===== src/rtl/core/fbrb_pkg.sv =====
// fbrb_pkg: shared types and constants of the framebuffer register block
// register offsets, interrupt bits, action codes and result layout
// no dependencies
`default_nettype none

package fbrb_pkg;

   // transaction kinds carried in req_tuser
   typedef enum logic [1:0] {
      ACT_READ  = 2'd0,
      ACT_WRITE = 2'd1,
      ACT_VSYNC = 2'd2,
      ACT_PIXEL = 2'd3
   } action_type;

   // configuration register indexes
   localparam int CSR_INDEX_W = 2;
   localparam logic [CSR_INDEX_W-1:0] CSR_DISPLAY_WIDTH  = 2'd0;
   localparam logic [CSR_INDEX_W-1:0] CSR_DISPLAY_HEIGHT = 2'd1;

   // register window byte offsets, compared at 16 bits
   localparam logic [15:0] OFS_WIDTH    = 16'h0000;
   localparam logic [15:0] OFS_HEIGHT   = 16'h0004;
   localparam logic [15:0] OFS_STATUS   = 16'h0008;
   localparam logic [15:0] OFS_ENABLE   = 16'h000c;
   localparam logic [15:0] OFS_BASE     = 16'h0010;
   localparam logic [15:0] OFS_ROTATION = 16'h0014;
   localparam logic [15:0] OFS_BLANK    = 16'h0018;
   localparam logic [15:0] OFS_PWIDTH   = 16'h001c;
   localparam logic [15:0] OFS_PHEIGHT  = 16'h0020;

   // interrupt status bits
   localparam logic [1:0] IRQ_VSYNC     = 2'b01;
   localparam logic [1:0] IRQ_BASE_DONE = 2'b10;

   // frame geometry and color constants
   localparam int DIM_W = 12;
   localparam logic [DIM_W-1:0] WIDTH_RESET  = 12'd320;
   localparam logic [DIM_W-1:0] HEIGHT_RESET = 12'd480;
   localparam logic [7:0] ALPHA_OPAQUE = 8'hff;

   // result layout
   localparam int RSP_FIELD_W = 32 + 1 + 1 + 32 + 32;
   localparam int RSP_DATA_W  = ((RSP_FIELD_W + 7) / 8) * 8;
   localparam int RSP_PAD_W   = RSP_DATA_W - RSP_FIELD_W;

   // frame state the pixel path needs
   typedef struct packed {
      logic [31:0]      base;
      logic [DIM_W-1:0] width;
      logic             blanked;
   } frame_cfg_type;

endpackage

`default_nettype wire


===== src/rtl/core/fbrb_regs.sv =====
// fbrb_regs: register file of the framebuffer block, interrupt status and enable
// decodes read, write and vsync transactions; depends on fbrb_pkg
`default_nettype none

module fbrb_regs #(
   parameter int REG_SPACE_BITS = 12
) (
   input  wire logic                                  clock,
   input  wire logic                                  reset,
   input  wire logic                                  csr_valid,
   input  wire logic [fbrb_pkg::CSR_INDEX_W-1:0]      csr_index,
   input  wire logic [31:0]                           csr_data,
   input  wire logic                                  exec_valid,
   input  wire fbrb_pkg::action_type                  action,
   input  wire logic [REG_SPACE_BITS-1:0]             reg_offset,
   input  wire logic [31:0]                           write_data,
   output logic [31:0]                                read_data,
   output logic                                       irq,
   output logic                                       render_request,
   output fbrb_pkg::frame_cfg_type                    frame
);
   import fbrb_pkg::*;

   logic [DIM_W-1:0] width_ff, width_in;
   logic [DIM_W-1:0] height_ff, height_in;
   logic [1:0]       pending_ff, pending_in;
   logic [31:0]      mask_ff, mask_in;
   logic [31:0]      base_ff, base_in;
   logic             blanked_ff, blanked_in;
   logic [15:0]      ofs;

   assign ofs = 16'(reg_offset);

   // configuration writes
   always_comb begin
      width_in  = width_ff;
      height_in = height_ff;
      if (csr_valid) begin
         case (csr_index)
            CSR_DISPLAY_WIDTH:  width_in  = csr_data[DIM_W-1:0];
            CSR_DISPLAY_HEIGHT: height_in = csr_data[DIM_W-1:0];
            default: ;
         endcase
      end
   end

   // transaction decode and next state
   always_comb begin
      pending_in     = pending_ff;
      mask_in        = mask_ff;
      base_in        = base_ff;
      blanked_in     = blanked_ff;
      read_data      = '0;
      render_request = 1'b0;
      case (action)
         ACT_READ: begin
            case (ofs)
               OFS_WIDTH, OFS_PWIDTH:   read_data = 32'(width_ff);
               OFS_HEIGHT, OFS_PHEIGHT: read_data = 32'(height_ff);
               OFS_STATUS: begin
                  read_data  = 32'(pending_ff);
                  pending_in = '0;
               end
               OFS_ENABLE:              read_data = mask_ff;
               default:                 read_data = '0;
            endcase
         end
         ACT_WRITE: begin
            case (ofs)
               OFS_ENABLE: mask_in = write_data;
               OFS_BASE: begin
                  base_in        = write_data;
                  pending_in     = pending_ff | IRQ_BASE_DONE;
                  render_request = 1'b1;
               end
               OFS_ROTATION: render_request = 1'b1;
               OFS_BLANK: begin
                  blanked_in     = (write_data != 32'd0);
                  render_request = 1'b1;
               end
               default: ;
            endcase
         end
         ACT_VSYNC: begin
            if ((mask_ff[1:0] & IRQ_VSYNC) != 2'b00) begin
               pending_in = pending_ff | IRQ_VSYNC;
            end
         end
         default: ;
      endcase
   end

   // interrupt line as seen after this transaction
   assign irq = (pending_in & mask_in[1:0]) != 2'b00;

   assign frame.base    = base_ff;
   assign frame.width   = width_ff;
   assign frame.blanked = blanked_ff;

   // state registers
   always_ff @(posedge clock) begin
      if (reset) begin
         width_ff   <= WIDTH_RESET;
         height_ff  <= HEIGHT_RESET;
         pending_ff <= '0;
         mask_ff    <= '0;
         base_ff    <= '0;
         blanked_ff <= 1'b0;
      end else begin
         width_ff  <= width_in;
         height_ff <= height_in;
         if (exec_valid) begin
            pending_ff <= pending_in;
            mask_ff    <= mask_in;
            base_ff    <= base_in;
            blanked_ff <= blanked_in;
         end
      end
   end

endmodule

`default_nettype wire


===== src/rtl/core/fbrb_pixel.sv =====
// fbrb_pixel: pixel address generation and rgb565 to argb8888 widening
// combinational; depends on fbrb_pkg for the frame state struct
`default_nettype none

module fbrb_pixel #(
   parameter int COORD_BITS = 12
) (
   input  wire logic                     is_pixel,
   input  wire fbrb_pkg::frame_cfg_type  frame,
   input  wire logic [COORD_BITS-1:0]    pixel_x,
   input  wire logic [COORD_BITS-1:0]    pixel_y,
   input  wire logic [15:0]              pixel_in,
   output logic [31:0]                   pixel_address,
   output logic [31:0]                   pixel_out
);
   import fbrb_pkg::*;

   localparam int PROD_W = COORD_BITS + DIM_W;

   logic [PROD_W-1:0] row_offset;
   logic [PROD_W:0]   linear;
   logic [7:0]        red, green, blue;

   // linear pixel index, then byte address
   assign row_offset = PROD_W'(pixel_y) * PROD_W'(frame.width);
   assign linear     = (PROD_W+1)'(row_offset) + (PROD_W+1)'(pixel_x);

   // replicate high bits into the low bits of each channel
   assign red   = {pixel_in[15:11], pixel_in[15:13]};
   assign green = {pixel_in[10:5], pixel_in[10:9]};
   assign blue  = {pixel_in[4:0], pixel_in[4:2]};

   always_comb begin
      pixel_address = '0;
      pixel_out     = '0;
      if (is_pixel) begin
         pixel_address = frame.base + 32'({linear, 1'b0});
         if (!frame.blanked) begin
            pixel_out = {ALPHA_OPAQUE, red, green, blue};
         end
      end
   end

endmodule

`default_nettype wire


===== src/rtl/core/framebuffer_register_block.sv =====
// framebuffer_register_block: top level with input register, execute logic, result register
// uses fbrb_pkg, fbrb_regs and fbrb_pixel
//
//  channel | direction | handshake              | payload
//  --------+-----------+------------------------+--------------------------------------
//  req     | in        | req_tvalid/req_tready  | tuser action, tdata offset/data/x/y/pixel
//  rsp     | out       | rsp_tvalid/rsp_tready  | tdata read/irq/render/address/pixel
//  csr     | in        | csr_valid/csr_ready    | csr_index, csr_data (always ready)
//
// one transaction per cycle sustained while rsp is not stalled; a request passes
// the input register, then decode, state update and pixel math into the result register
// the execute step runs whenever an item waits and the result register is empty or being drained
// a stalled rsp holds the result and the input register; req_tready then drops once the input register is full
// reset clears the valid flags and the register file state; width and height return to 320 and 480
`default_nettype none

module framebuffer_register_block #(
   parameter int REG_SPACE_BITS = 12,
   parameter int COORD_BITS     = 12
) (
   input  wire logic                                     clock,
   input  wire logic                                     reset,
   // slave side
   input  wire logic                                     req_tvalid,
   output logic                                          req_tready,
   // tdata: reg_offset, write_data, pixel_x, pixel_y, pixel_in (lsb first), zero padded
   input  wire logic [((REG_SPACE_BITS+2*COORD_BITS+48+7)/8)*8-1:0] req_tdata,
   // tuser: action
   input  wire logic [1:0]                               req_tuser,
   // master side
   output logic                                          rsp_tvalid,
   input  wire logic                                     rsp_tready,
   // tdata: read_data, irq, render_request, pixel_address, pixel_out (lsb first)
   output logic [fbrb_pkg::RSP_DATA_W-1:0]               rsp_tdata,
   // configuration
   input  wire logic                                     csr_valid,
   output logic                                          csr_ready,
   input  wire logic [fbrb_pkg::CSR_INDEX_W-1:0]         csr_index,
   input  wire logic [31:0]                              csr_data
);
   import fbrb_pkg::*;

   localparam int X_LSB   = REG_SPACE_BITS + 32;
   localparam int Y_LSB   = X_LSB + COORD_BITS;
   localparam int PIX_LSB = Y_LSB + COORD_BITS;

   // input register
   logic                      in_valid_ff, in_valid_in;
   action_type                action_ff;
   logic [REG_SPACE_BITS-1:0] offset_ff;
   logic [31:0]               wdata_ff;
   logic [COORD_BITS-1:0]     x_ff, y_ff;
   logic [15:0]               pin_ff;

   // result register
   logic                      out_valid_ff, out_valid_in;
   logic [31:0]               rd_ff, addr_ff, pix_ff;
   logic                      irq_ff, render_ff;

   logic                      exec;
   logic [31:0]               rd_c, addr_c, pix_c;
   logic                      irq_c, render_c;
   frame_cfg_type             frame;

   // execute when an item waits and the result register can take it
   assign exec       = in_valid_ff && (!out_valid_ff || rsp_tready);
   assign req_tready = !in_valid_ff || exec;
   assign csr_ready  = 1'b1;

   assign in_valid_in  = (req_tvalid && req_tready) || (in_valid_ff && !exec);
   assign out_valid_in = exec || (out_valid_ff && !rsp_tready);

   fbrb_regs #(
      .REG_SPACE_BITS (REG_SPACE_BITS)
   ) u_regs (
      .clock          (clock),
      .reset          (reset),
      .csr_valid      (csr_valid),
      .csr_index      (csr_index),
      .csr_data       (csr_data),
      .exec_valid     (exec),
      .action         (action_ff),
      .reg_offset     (offset_ff),
      .write_data     (wdata_ff),
      .read_data      (rd_c),
      .irq            (irq_c),
      .render_request (render_c),
      .frame          (frame)
   );

   fbrb_pixel #(
      .COORD_BITS (COORD_BITS)
   ) u_pixel (
      .is_pixel      (action_ff == ACT_PIXEL),
      .frame         (frame),
      .pixel_x       (x_ff),
      .pixel_y       (y_ff),
      .pixel_in      (pin_ff),
      .pixel_address (addr_c),
      .pixel_out     (pix_c)
   );

   // valid flags
   always_ff @(posedge clock) begin
      if (reset) begin
         in_valid_ff  <= 1'b0;
         out_valid_ff <= 1'b0;
      end else begin
         in_valid_ff  <= in_valid_in;
         out_valid_ff <= out_valid_in;
      end
   end

   // input payload capture
   always_ff @(posedge clock) begin
      if (req_tvalid && req_tready) begin
         action_ff <= action_type'(req_tuser);
         offset_ff <= req_tdata[REG_SPACE_BITS-1:0];
         wdata_ff  <= req_tdata[X_LSB-1:REG_SPACE_BITS];
         x_ff      <= req_tdata[Y_LSB-1:X_LSB];
         y_ff      <= req_tdata[PIX_LSB-1:Y_LSB];
         pin_ff    <= req_tdata[PIX_LSB+15:PIX_LSB];
      end
   end

   // result payload capture
   always_ff @(posedge clock) begin
      if (exec) begin
         rd_ff     <= rd_c;
         irq_ff    <= irq_c;
         render_ff <= render_c;
         addr_ff   <= addr_c;
         pix_ff    <= pix_c;
      end
   end

   assign rsp_tvalid = out_valid_ff;
   assign rsp_tdata  = {{RSP_PAD_W{1'b0}}, pix_ff, addr_ff, render_ff, irq_ff, rd_ff};

   // a redraw request comes from a write, which never carries pixel data
   a_render_no_pixel: assert property (@(posedge clock) disable iff (reset)
      (rsp_tvalid && render_ff) |-> (pix_ff == 32'd0 && addr_ff == 32'd0 && rd_ff == 32'd0))
      else $error("render request together with pixel or read data");

   // read data and pixel address come from different actions
   a_read_vs_pixel: assert property (@(posedge clock) disable iff (reset)
      rsp_tvalid |-> (rd_ff == 32'd0 || (addr_ff == 32'd0 && pix_ff == 32'd0)))
      else $error("read data and pixel result in one transaction");

   // with the result register empty the block always takes a new item
   a_ready_when_empty: assert property (@(posedge clock) disable iff (reset)
      !out_valid_ff |-> req_tready)
      else $error("input stalled with empty result register");

endmodule

`default_nettype wire

===== config.mk =====
export PLATFORM = sky130hd
export DESIGN_NAME = framebuffer_register_block
export DESIGN_NICKNAME = d
export VERILOG_FILES = /design/src/rtl/core/fbrb_pkg.sv /design/src/rtl/core/fbrb_regs.sv /design/src/rtl/core/fbrb_pixel.sv /design/src/rtl/core/framebuffer_register_block.sv
export SDC_FILE = /design/constraint.sdc
export NUM_CORES = 1
export LEC_CHECK = 0
export ABC_AREA = 0
export BUFFER_PORTS_ARGS = -buffer_cell sky130_fd_sc_hd__buf_2
export CAP_MARGIN = 20
export CORE_MARGIN = 5
export CORE_UTILIZATION = 57
export CTS_CLUSTER_SIZE = 25
export DETAILED_ROUTE_END_ITERATION = 10
export PLACE_DENSITY = 0.81
export SKIP_CTS_REPAIR_TIMING = 1
export SYNTH_ARGS = -nofsm -noshare
export SYNTH_HDL_FRONTEND = slang
export SYNTH_SLANG_ARGS = --single-unit

===== constraint.sdc =====
create_clock -name clock -period 16.55 [get_ports clock]
set_input_delay 0.8275 -clock clock [delete_from_list [all_inputs] [get_ports clock]]
set_output_delay 0.8275 -clock clock [all_outputs]
set_load 0.03 [all_outputs]

Word level (Yosys, flattened, before mapping)
Index checks and enable logic that the tools add are counted.

Register bits: 277. Input port bits: 129. Output and inout port bits: 107. Word-level logic and storage cells: 73.

Add/sub/neg operators: 2. $mul: 1. Equal/unequal tests: 12. Multiplexer cells: 9. Bitwise logic cells: 2. Reductions and logical operators: 26.

Operator list (count): $pmux 32 s4 (1); $eq 12x5->1 const B (4); $add 32x26->32 (1); $mux 32 (1); $reduce_bool 32->1 (1); $add 24x12->25 (1); $eq 12x4->1 const B (2); $mul 12x12->24 (1); $logic_not 16->1 (1); $eq 12x3->1 const B (1); $eq 12x6->1 const B (1); $reduce_and 3->1 (3); $mux 2 (4); $pmux 2 s3 (1); $reduce_or 2->1 (3); $eq 2x1->1 const B (2); $eq 2x2->1 const B (2); $logic_and 1x1->1 (4); $logic_not 1->1 (4); $logic_not 2->1 (2); $logic_or 1x1->1 (4); $reduce_and 2->1 (2); $reduce_or 3->1 (1); $and 2x2->2 (1); 3 further kinds (4).

Longest topological paths before layout
Gate-level depths: netlist of the first run.

Depth in word-level cells: 6. Mapped depth: 30. Gate-level depth less buffers: 27.

By module
From an unflattened synthesis of the first run, not the netlist that was laid out.

Cell total of the unflattened synthesis: 1650. Area total of the unflattened synthesis: 17291.6 um2.

By module, submodules not included: fbrb_pixel (times used 1, cells each 915, area an instance 7274.5 um2, sequential area each 0.0 um2); framebuffer_register_block (times used 1, cells each 206, area an instance 5710.5 um2, sequential area each 5565.3 um2); fbrb_regs (times used 1, cells each 529, area an instance 4306.6 um2, sequential area each 1821.7 um2).

Worst setup path after synthesis of the first run
OpenSTA, ideal clock, no wires.

Path kind: reg2reg. Start: register y_ff[8]. End: register addr_ff[29] (data pin). Setup time: 0.254 ns. Data arrival time: 6.555 ns. Required time: 16.296 ns. Slack: 9.741 ns. Stages on the path, launching flop included: 29. Buffers on the path: 2. Clock period less this slack: 6.809 ns. Cells stage by stage: edfxtp_1 -> clkbuf_1 -> and2_1 -> fa_1 -> inv_1 -> fa_1 -> inv_1 -> fa_1 -> fa_1 -> inv_1 -> fa_1 -> inv_1 -> ha_1 -> a211oi_1 -> o211ai_1 -> a32oi_1 -> a21oi_1 -> a21o_1 -> a21oi_1 -> xnor2_1 -> ha_1 -> clkbuf_1 -> nand2_1 -> o21ai_1 -> a221o_1 -> o31a_1 -> a31oi_2 -> nor3_1 -> o21a_1.

Longest elaborated chain between the ends: 3.

Ends and longest elaborated chain: start, declared (line framebuffer_register_block.sv:52) `logic [COORD_BITS-1:0] x_ff, y_ff;`; start signal, assigned (line framebuffer_register_block.sv:121) `y_ff <= req_tdata[PIX_LSB-1:Y_LSB];`; $mul 12x12->24 (line fbrb_pixel.sv:25) `assign row_offset = PROD_W'(pixel_y) * PROD_W'(frame.width);`; $add 24x12->25 (line fbrb_pixel.sv:26) `assign linear = (PROD_W+1)'(row_offset) + (PROD_W+1)'(pixel_x);`; $add 32x26->32 (line fbrb_pixel.sv:37) `pixel_address = frame.base + 32'({linear, 1'b0});`; end signal, assigned (line framebuffer_register_block.sv:132) `addr_ff <= addr_c;`; end, declared (line framebuffer_register_block.sv:57) `logic [31:0] rd_ff, addr_ff, pix_ff;`.

No other way between the ends. A chain may end at the register's enable or synchronous reset.

Final worst setup path of the first run
Start: register y_ff[9]. End: register addr_ff[31] (data pin).

The elaborated chain is that of the path after synthesis.

==> results of run 1 <==
==> state kept, by name, indices dropped and copies added (netlist names), 16 cells and up <==
register,cells
pin_ff,16
rd_ff,32
addr_ff,32
u_regs.mask_ff,32
wdata_ff,32
pix_ff,17
u_regs.base_ff,32
==> worst max-delay path by stage <==
stage	from	to	cells after the start
floorplan	y_ff[8]$_DFFE_PP_	addr_ff[29]$_SDFFCE_PP0P_	28
global placement	y_ff[9]$_DFFE_PP_	addr_ff[31]$_SDFFCE_PP0P_	25
detailed placement	y_ff[9]$_DFFE_PP_	addr_ff[31]$_SDFFCE_PP0P_	25
CTS	y_ff[9]$_DFFE_PP_	addr_ff[31]$_SDFFCE_PP0P_	25
global route	y_ff[9]$_DFFE_PP_	addr_ff[31]$_SDFFCE_PP0P_	25
finish	y_ff[9]$_DFFE_PP_	addr_ff[31]$_SDFFCE_PP0P_	25
==> synth_stat cells (all sizes together) (3+ instances only) <==
cell / number
dfxtp: 93
nand4: 8
or3: 3
a21oi: 127
xor2: 14
fa: 113
and2: 106
o2111ai: 4
nand2: 266
a222oi: 12
edfxtp: 169
o21bai: 7
a311oi: 3
mux2i: 3
nor4: 12
nor2b: 8
clkbuf: 74
nor3: 21
nand3b: 7
nand2b: 9
nor2: 53
xnor2: 21
o21a: 12
o21ai: 31
inv: 171
a211oi: 12
and3: 30
nand3: 9
ha: 99
a31oi: 6
a21o: 27
buf: 28
o211ai: 6
==> metal layers <==
layer	GRT usage, %	part of all wire [%]	vias to the layer above
met5	0	0.034	-
met2	41.7	50	453
met4	6.49	2.5	2
met1	32.5	41	5758
li1	-	-	5628
met3	3.82	7.1	73
==> per-stage QoR <==
step	util, %	setup slack, ns	total power [mW]
2_1_floorplan	-	9.74	1.22
3_3_place_gp	62.1	9.14	1.34
3_5_place_dp	62.2	9.02	1.35
4_1_cts	65.4	8.98	1.98
5_1_grt	65.6	8.61	2.08
6_report	65.6	8.98	1.97
==> power groups by stage <==
stage | logic, mW | clock network (mW) | registers [mW]
6_report | 0.593 | 0.621 | 0.753
5_1_grt | 0.669 | 0.659 | 0.755
4_1_cts | 0.595 | 0.632 | 0.752
3_5_place_dp | 0.589 | 0 | 0.765
3_3_place_gp | 0.580 | 0 | 0.765
2_1_floorplan | 0.445 | 0 | 0.777
==> cell usage in the layout, fill, tap and decap left out, drive strengths merged, types with 9 or more instances in the layout <==
| cell type | count |
|---|---|
| nand3 | 9 |
| fa | 113 |
| nor4 | 12 |
| o21ai | 31 |
| xnor2 | 21 |
| edfxtp | 169 |
| clkbuf | 37 |
| a211oi | 12 |
| nor3 | 21 |
| a222oi | 12 |
| inv | 174 |
| buf | 217 |
| o21a | 12 |
| xor2 | 14 |
| and3 | 30 |
| ha | 99 |
| dfxtp | 93 |
| nand2 | 266 |
| nor2 | 53 |
| nand2b | 9 |
| a21o | 27 |
| a21oi | 127 |
| and2 | 106 |
==> layout make-up <==
cell class                      count  area, um^2
Tap cell                          378         473
Clock buffer                       37         733
Multi-Input combinational cell   1066        8200
Timing Repair Buffer              217        1170
Fill cell                        2262        9620
Clock inverter                     13         170
Sequential cell                   262        6940
Inverter                          171         642
==> logic make-up after synthesis <==
| kind of cell | after synthesis |
|---|---|
| muxes | 5 |
| buffers and inverters | 273 |
| and+or+nand+nor | 541 |
| xor gates and xnor gates | 35 |
| adders and majority gates | 212 |
| DFF | 262 |
| other | 2 |
| AOI/OAI and AO/OA | 266 |
==> flow_summary.toml, run 1 <==
[setup_path]
r2r_start = "y_ff[9]$_DFFE_PP_"
slowest_stage = "edfxtp_1"
arrival_ns = 7.97
reg2reg_to = "addr_ff[31]$_SDFFCE_PP0P_"
cp-start-kind = "flop"
ff2ff_path_depth = 25
rrSetupSlack_ns = 8.98
max_stage_delay_ns = 0.60
crit_buf_inv = 4
cpMostUsedCell = "fa_1"
critPathKind = "reg -> reg"
critPathCaptureType = "flop"
critical_path.top_delay_family = "adder cells"
cp_max_fo = 12
worstPathRequired_ns = 16.95

[hold_path]
hold_end = "y_ff[3]$_DFFE_PP_"
hold_path_depth = 1
worstHoldStart = "req_tdata[59]"
min_path_type = "in -> reg"

[yosys]
synthAdderAreaFrac_pct = 21.6
ys_ff_latch = 262
synth_xor_area_share_pct = 1.89
ys_seq_area_share_pct = 42.8
postSynthAreaPerCell_um2 = 10.2
ys_top_cells_by_area = "edfxtp_1, fa_1, dfxtp_1"
synth_top_family_by_area = "adder cells"
syn_inst = 1596
synth_edf_count = 169
synth.distinct_cells = 67
yosys.area.top_type_share_pct = 31.3
synth_simple_gate_area_share_pct = 16.1
synth_warnings = 0
synthMuxAreaShare_pct = 0.324
ys_async_sr_fraction_pct = 0
synth_compound_area_share_pct = 10.4
synth_area_leader_cell = "edfxtp_1"
netlist_area_mm2 = 0.0162
synth-main-ff-cell = "edfxtp_1"

[sta]
worstMarginPinSlew_ns = 1.06
rsz0062_at_grt = "no"
tns_ns = 0
post-route-period-util_pct = 45.7
timing.final.crit_period_ns = 7.57
fmax_mhz = 132
clock_skew_ns = 0.0140
max_slew_margin_pct = 29.4
slew_viol_final = 0
hold_ws_ns = 0.432
setup_viol = 0
hold_violations = 0

[clocking]
cts_buffer_depth = 3
path_clk_slew_ns = 0.06
htree_levels = 1
worstSkewPairLatency_ns = 0.57
cts_buffers = 27
cts_tree = "done"
cts_sinks = 262
cts_root_buf = "clkbuf_16"

[floorplan]
row_count = 61
dieWidth_um = 179
die_height_um = 179
dieArea_mm2 = 0.0319
initial_core_util_pct = 58.1
core_area_mm2 = 0.0279
io_pins = 236

[grt]
grt_antenna_before_repair = 1
overflow = 0
grt_pass1_vias = 12200
gr-usage-all-layers_pct = 24.3
grt_max_degree = 94
grt_pass1_wl_um = 62000

[detailed_routing]
first_pass_iters = 7
wl_um = 38300
wire_per_inst_um = 17.9
drt-initial-drc-count = 882
drcViolationCount = 0
routed_via_density = 5.56
vias = 11900
drtAntennaViolNets = 0

[placement]
place_area_mm2 = 0.0174
routabilityCongestion = 0.893
port_buffers = 204
dp_cells = 2092
dp_hpwl_um = 28000

[layout]
final_cell_area_mm2 = 0.0183
antenna_cells = 0
drive_gt1_share_pct = 15.6
fin_nets = 2086
area_delta_synth_final_pct = 12.9
instances_no_fill = 2144

[pwr]
p_leak_nw = 8.02
power.density_mw_per_mm2 = 107
ir_drop_uv = 103
comb_power_share_pct = 30.1
p_clk_share_pct = 31.6
power.internal_mw = 1.31
p_switching_uw = 657
swShare_pct = 33.4
power_frac_seq_pct = 38.3

[run]
maxCapViolCount = 0

[status]
status = "finished, final reports clean"
Power figures use the tool's default switching activity.
==> inputs of run 2 (changes only) <==
--- a/config.mk
+++ b/config.mk
@@ -5,14 +5,14 @@
 export SDC_FILE = /design/constraint.sdc
 export NUM_CORES = 1
 export LEC_CHECK = 0
-export ABC_AREA = 0
+export ABC_AREA = 1
 export BUFFER_PORTS_ARGS = -buffer_cell sky130_fd_sc_hd__buf_2
 export CAP_MARGIN = 20
 export CORE_MARGIN = 5
 export CORE_UTILIZATION = 57
 export CTS_CLUSTER_SIZE = 25
 export DETAILED_ROUTE_END_ITERATION = 10
-export PLACE_DENSITY = 0.81
+export PLACE_DENSITY = 0.8
 export SKIP_CTS_REPAIR_TIMING = 1
 export SYNTH_ARGS = -nofsm -noshare
 export SYNTH_HDL_FRONTEND = slang
==> constraint.sdc (replaced) <==
create_clock -name clock -period 7.45 [get_ports clock]
set_input_delay 0.3725 -clock clock [delete_from_list [all_inputs] [get_ports clock]]
set_output_delay 0.3725 -clock clock [all_outputs]
set_load 0.03 [all_outputs]
==> run 2 against run 1 <==
Compared with the run above: clock power grew 110%; power rose to 2.5 times the previous value; routed wire length is 8.6% higher; via count is 15% higher; clock skew fell by 0.0031 ns; non-clock buffer count increased by 5; register-to-register slack got worse by 8.2 ns; synthesized cell count up 28%; die area increased by 5.7%; critical path type unchanged; critical endpoint unchanged.
==> flow_summary.toml, run 2 <==
[status]
status = "finished, final reports clean"

[sta]
tns_ns = 0
worstMarginPinSlew_ns = 0.923
slew_viol_final = 0
hold_violations = 0
setup_viol = 0
layout_setup_ws_ns = 0.795
clock_skew_ns = 0.0109
rsz0062_at_grt = "no"
post-route-period-util_pct = 89.3
fmax_mhz = 150
max_slew_margin_pct = 38.1
timing.final.crit_period_ns = 6.66

[yosys]
synth-main-ff-cell = "edfxtp_1"
synth_warnings = 0
synth.distinct_cells = 39
synth.most_common_cell = "nand2_1"
synth_area_leader_cell = "edfxtp_1"
ys_async_sr_fraction_pct = 0
yosys.area.top_type_share_pct = 29.5
ys_ff_latch = 262
ys_top_cells_by_area = "edfxtp_1, fa_1, dfxtp_1"
postSynthAreaPerCell_um2 = 8.41
syn_inst = 2046
synthTopCellsByCount = "nand2_1, inv_1, edfxtp_1"
synth_edf_count = 169
ys_seq_area_share_pct = 40.3
netlist_area_mm2 = 0.0172

[setup_path]
max_stage_delay_ns = 0.75
worstPathRequired_ns = 7.80
crit_buf_inv = 5
critical_path.top_delay_family = "adder cells"
cpMostUsedCell = "nand2_1"
arrival_ns = 7.01
cp-start-kind = "flop"
critPathCaptureType = "flop"
cp_max_fo = 14
slowest_stage = "dfxtp_1"
critPathKind = "reg -> reg"

[layout]
fin_nets = 2559
area_delta_synth_final_pct = 12.2
layout.cells.most_common = "nand2_1"
final_cell_area_mm2 = 0.0193
n_fill_cell = 2482
drive_gt1_share_pct = 11.9
final_cell_mix = "nand2_1, inv_1, buf_2"

[grt]
grt_max_degree = 65
gr-usage-all-layers_pct = 24.5
grt_antenna_before_repair = 1
grt_pass1_wl_um = 67000
grt_pass1_vias = 13500
overflow = 0

[placement]
place_area_mm2 = 0.0183
routabilityCongestion = 0.927
port_buffers = 204
place_ws_ns = 0.855
dp_hpwl_um = 32600

[detailed_routing]
wl_um = 41600
wire_per_inst_um = 15.8
drtAntennaViolNets = 0
drt-initial-drc-count = 1055
first_pass_iters = 8
vias = 13700
routed_via_density = 5.22
drcViolationCount = 0

[floorplan]
initial_core_util_pct = 57.9
row_count = 63
io_pins = 236
core_area_mm2 = 0.0297
dieWidth_um = 184
dieArea_mm2 = 0.0338
die_height_um = 184

[pwr]
ir_drop_uv = 172
p_leak_nw = 9.90
power.density_mw_per_mm2 = 259

[hold_path]
min_path_type = "in -> reg"

[clocking]
cts_tree = "done"
path_clk_slew_ns = 0.06
cts_root_buf = "clkbuf_16"
cts_sinks = 262
worstSkewPairLatency_ns = 0.53
cts_buffer_depth = 3
cts_buffers = 27
htree_levels = 1

[run]
maxCapViolCount = 0
==> run 2: report_power, final <==
group          switching, mW  internal (mW)  leakage [nW]  total [mW]
combinational           1.35          0.654          7.08        2.01
clock                  0.545          0.767         0.413        1.31
sequential            0.0491           1.63          2.41        1.67
==> run 2: cell families (layout without fill, tap and decap cells) <==
family	count (synthesis)	count (layout)	share of synthesized area [%]
flip-flops	262	262	40.3
AO/OA/AOI/OAI	271	271	8.22
AND/OR/NAND/NOR	757	757	17.9
adder cells (fa/ha/maj)	212	212	20.3
buffers and inverters	526	713	12.3
other	2	8	0.0436
XOR/XNOR	16	16	0.814
==> run 2: routing by layer <==
metal  up-vias  GRT usage, %  share of wire [%]
met1      6414          31.9                 41
met5         -             0                  0
met3        96          3.88                7.0
li1       6695             -                  -
met4         0          8.13                3.4
met2       523          42.0                 49
==> run 2: per-stage QoR <==
| stage | hold WS [ns] | total power, mW | instances | utilization (%) |
|---|---|---|---|---|
| 2_1_floorplan | 0.429 | 3.15 | 2051 | - |
| 3_3_place_gp | 0.440 | 3.67 | 2569 | 61.7 |
| 3_5_place_dp | 0.457 | 3.69 | 2569 | 61.7 |
| 4_1_cts | -0.0109 | 5.01 | 2618 | 64.6 |
| 5_1_grt | 0.000122 | 5.37 | 2629 | 65.0 |
| 6_report | 0.0128 | 5.00 | 2629 | 65.0 |
==> run 2: cell type report <==
cell class	count	area, um^2	share of cell area [%]
clock buffer	38	747	3.87
tap	390	488	2.53
clock inverter	11	113	0.583
multi-input combinational	1263	8170	42.3
inverter	442	1660	8.61
sequential	262	6940	35.9
timing repair buffer	222	1190	6.17
antenna	1	2.50	0.0130
==> run 2: final timing paths <==
path	endpoint	depth (start not counted)	from	slack, ns
max	addr_ff[31]$_SDFFCE_PP0P_	27	u_regs.width_ff[3]$_SDFFE_PP0P_	0.79
min reg2reg	rsp_tvalid$_SDFF_PP0_	2	in_valid_ff$_SDFF_PP0_	0.49
max reg2reg	addr_ff[31]$_SDFFCE_PP0P_	27	u_regs.width_ff[3]$_SDFFE_PP0P_	0.79
min	pin_ff[1]$_DFFE_PP_	1	req_tdata[69]	0.01
==> inputs of run 3 (changes only) <==
--- a/config.mk
+++ b/config.mk
@@ -12,6 +12,7 @@
 export CORE_UTILIZATION = 57
 export CTS_CLUSTER_SIZE = 25
 export DETAILED_ROUTE_END_ITERATION = 10
+export HOLD_SLACK_MARGIN = 0.05
 export PLACE_DENSITY = 0.8
 export SKIP_CTS_REPAIR_TIMING = 1
 export SYNTH_ARGS = -nofsm -noshare
==> run 3 against run 2 <==
Compared with the run above: sequential share of layout area shrank 1.4 points; routed wire length grew 5.7%; power grew 1.0%; die area is the same; non-clock buffer count grew 77; combinational power grew 2%; largest cell class unchanged; critical path type unchanged; final area grew 4.0%; maximum frequency grew 0.34%; global-route usage is the same; first-iteration DRC count grew 9.6%.
==> flow_summary.toml, run 3 (synthesis results as in run 2) <==
[sta]
timing.final.crit_period_ns = 6.63
tns_ns = 0
max_slew_margin_pct = 39.9
hold_violations = 0
fmax_mhz = 151
post-route-period-util_pct = 89.0
worstMarginPinSlew_ns = 0.895
rsz0062_at_grt = "no"
clock_skew_ns = 0.0108
slew_viol_final = 0
setup_viol = 0

[detailed_routing]
vias = 14200
drtAntennaViolNets = 0
first_pass_iters = 6
drcViolationCount = 0
wire_per_inst_um = 16.2
routed_via_density = 5.24
drt-initial-drc-count = 1156
wl_um = 43900

[placement]
routabilityCongestion = 0.927
port_buffers = 204
dp_hpwl_um = 32600

[layout]
fin_nets = 2636
drive_gt1_share_pct = 11.5
antenna_cells = 0
layout.cells.most_common = "nand2_1"
area_delta_synth_final_pct = 16.7
postLayoutCoreUtil_pct = 67.6
final_cell_mix = "nand2_1, inv_1, buf_2"

[setup_path]
r2r_start = "u_regs.width_ff[3]$_SDFFE_PP0P_"
critPathKind = "reg -> reg"
cp_max_fo = 14
arrival_ns = 6.91
setup.worst_path.start = "u_regs.width_ff[3]$_SDFFE_PP0P_"
critPathCaptureType = "flop"
worstPathRequired_ns = 7.73
cp-start-kind = "flop"

[floorplan]
io_pins = 236
initial_core_util_pct = 57.9
core_area_mm2 = 0.0297
die_height_um = 184
row_count = 63
dieArea_mm2 = 0.0338
dieWidth_um = 184

[grt]
busiest_layer = "met2"
grt.met2_usage_pct = 42.0
grt_pass1_vias = 13500
grt_antenna_before_repair = 0
grt_max_degree = 65
grt_use_met3_pct = 3.88
gr-usage-all-layers_pct = 24.5
overflow = 0
grt_pass1_wl_um = 67000
grtUsageMet1_pct = 31.9

[pwr]
power_frac_seq_pct = 33.2
swShare_pct = 39.1
power.density_mw_per_mm2 = 251
p_switching_mw = 1.97
comb_power_share_pct = 40.6
ir_drop_uv = 259
p_clk_share_pct = 26.2
power.internal_mw = 3.07
p_leak_nw = 10.2

[clocking]
cts_root_buf = "clkbuf_16"
cts_buffers = 27
path_clk_slew_ns = 0.06
cts_tree = "done"
worstSkewPairLatency_ns = 0.54
cts_sinks = 262
htree_levels = 1
cts_buffer_depth = 3

[hold_path]
min_path_type = "in -> reg"
worstHoldStart = "reset"

[run]
maxCapViolCount = 0

[status]
status = "finished, final reports clean"
## run 3: layout make-up
type | count | area [um^2]
inverters | 442 | 1660
repair buffers | 299 | 1960
flip-flops and latches | 262 | 6940
multi-input cells | 1263 | 8170
fillers | 2346 | 9640
clock buffers | 38 | 747
clock inverters | 11 | 113
well taps | 390 | 488
## run 3: power groups by stage
stage / Combinational [mW] / Sequential (mW) / Clock (mW)
3_3_place_gp: 1.96 / 1.70 / 0
3_5_place_dp: 1.99 / 1.70 / 0
2_1_floorplan: 1.42 / 1.73 / 0
6_report: 2.05 / 1.68 / 1.32
5_1_grt: 2.33 / 1.68 / 1.40
4_1_cts: 2.00 / 1.67 / 1.33
## run 3: path summary, 6_finish.rpt
path / slack [ns] / cells past startpoint / to
worst max-delay path: 0.82 / 26 / addr_ff[30]$_SDFFCE_PP0P_
worst min-delay path: 0.08 / 2 / in_valid_ff$_SDFF_PP0_
worst min register to register: 0.48 / 2 / u_regs.height_ff[8]$_SDFFE_PP1P_
worst max register to register: 0.82 / 26 / addr_ff[30]$_SDFFCE_PP0P_
## run 3: through the flow
| stage | instance area (um^2) | setup WS [ns] | total power [mW] | hold WS [ns] | std cells |
|---|---|---|---|---|---|
| after floorplan | 17200 | 1.65 | 3.15 | 0.429 | 2051 |
| after global placement | 18300 | 0.913 | 3.67 | 0.440 | 2569 |
| after detailed placement | 18300 | 0.855 | 3.69 | 0.457 | 2569 |
| after CTS | 19200 | 0.824 | 5.01 | -0.0109 | 2618 |
| after global routing | 20100 | 0.342 | 5.41 | 0.0572 | 2705 |
| final | 20100 | 0.818 | 5.05 | 0.0776 | 2705 |
## run 3: critical path, stage by stage, from the launching register on
cell     delay (ns)
dfxtp_1        0.76
nand2_1        0.17
fa_1           0.59
fa_1           0.45
fa_1           0.54
inv_1          0.05
fa_1           0.48
inv_1          0.06
fa_1           0.53
inv_1          0.04
ha_1           0.38
nand2_1        0.15
inv_1          0.05
a21oi_1        0.25
o21ai_0        0.19
nand2_1        0.12
nand3_1        0.07
nand2_1        0.06
nand2_1        0.10
ha_1           0.39
nand2_1        0.11
nor2_1         0.21
inv_1          0.08
nor3_1         0.19
nand2_1        0.11
a21oi_1        0.17
nor2_1         0.07
## run 3: routing by layer
layer | wire (um) | share of wire, %
met1 | 17500 | 40
met2 | 21700 | 49
met3 | 3080 | 7.0
met4 | 1670 | 3.8
met5 | 0 | 0
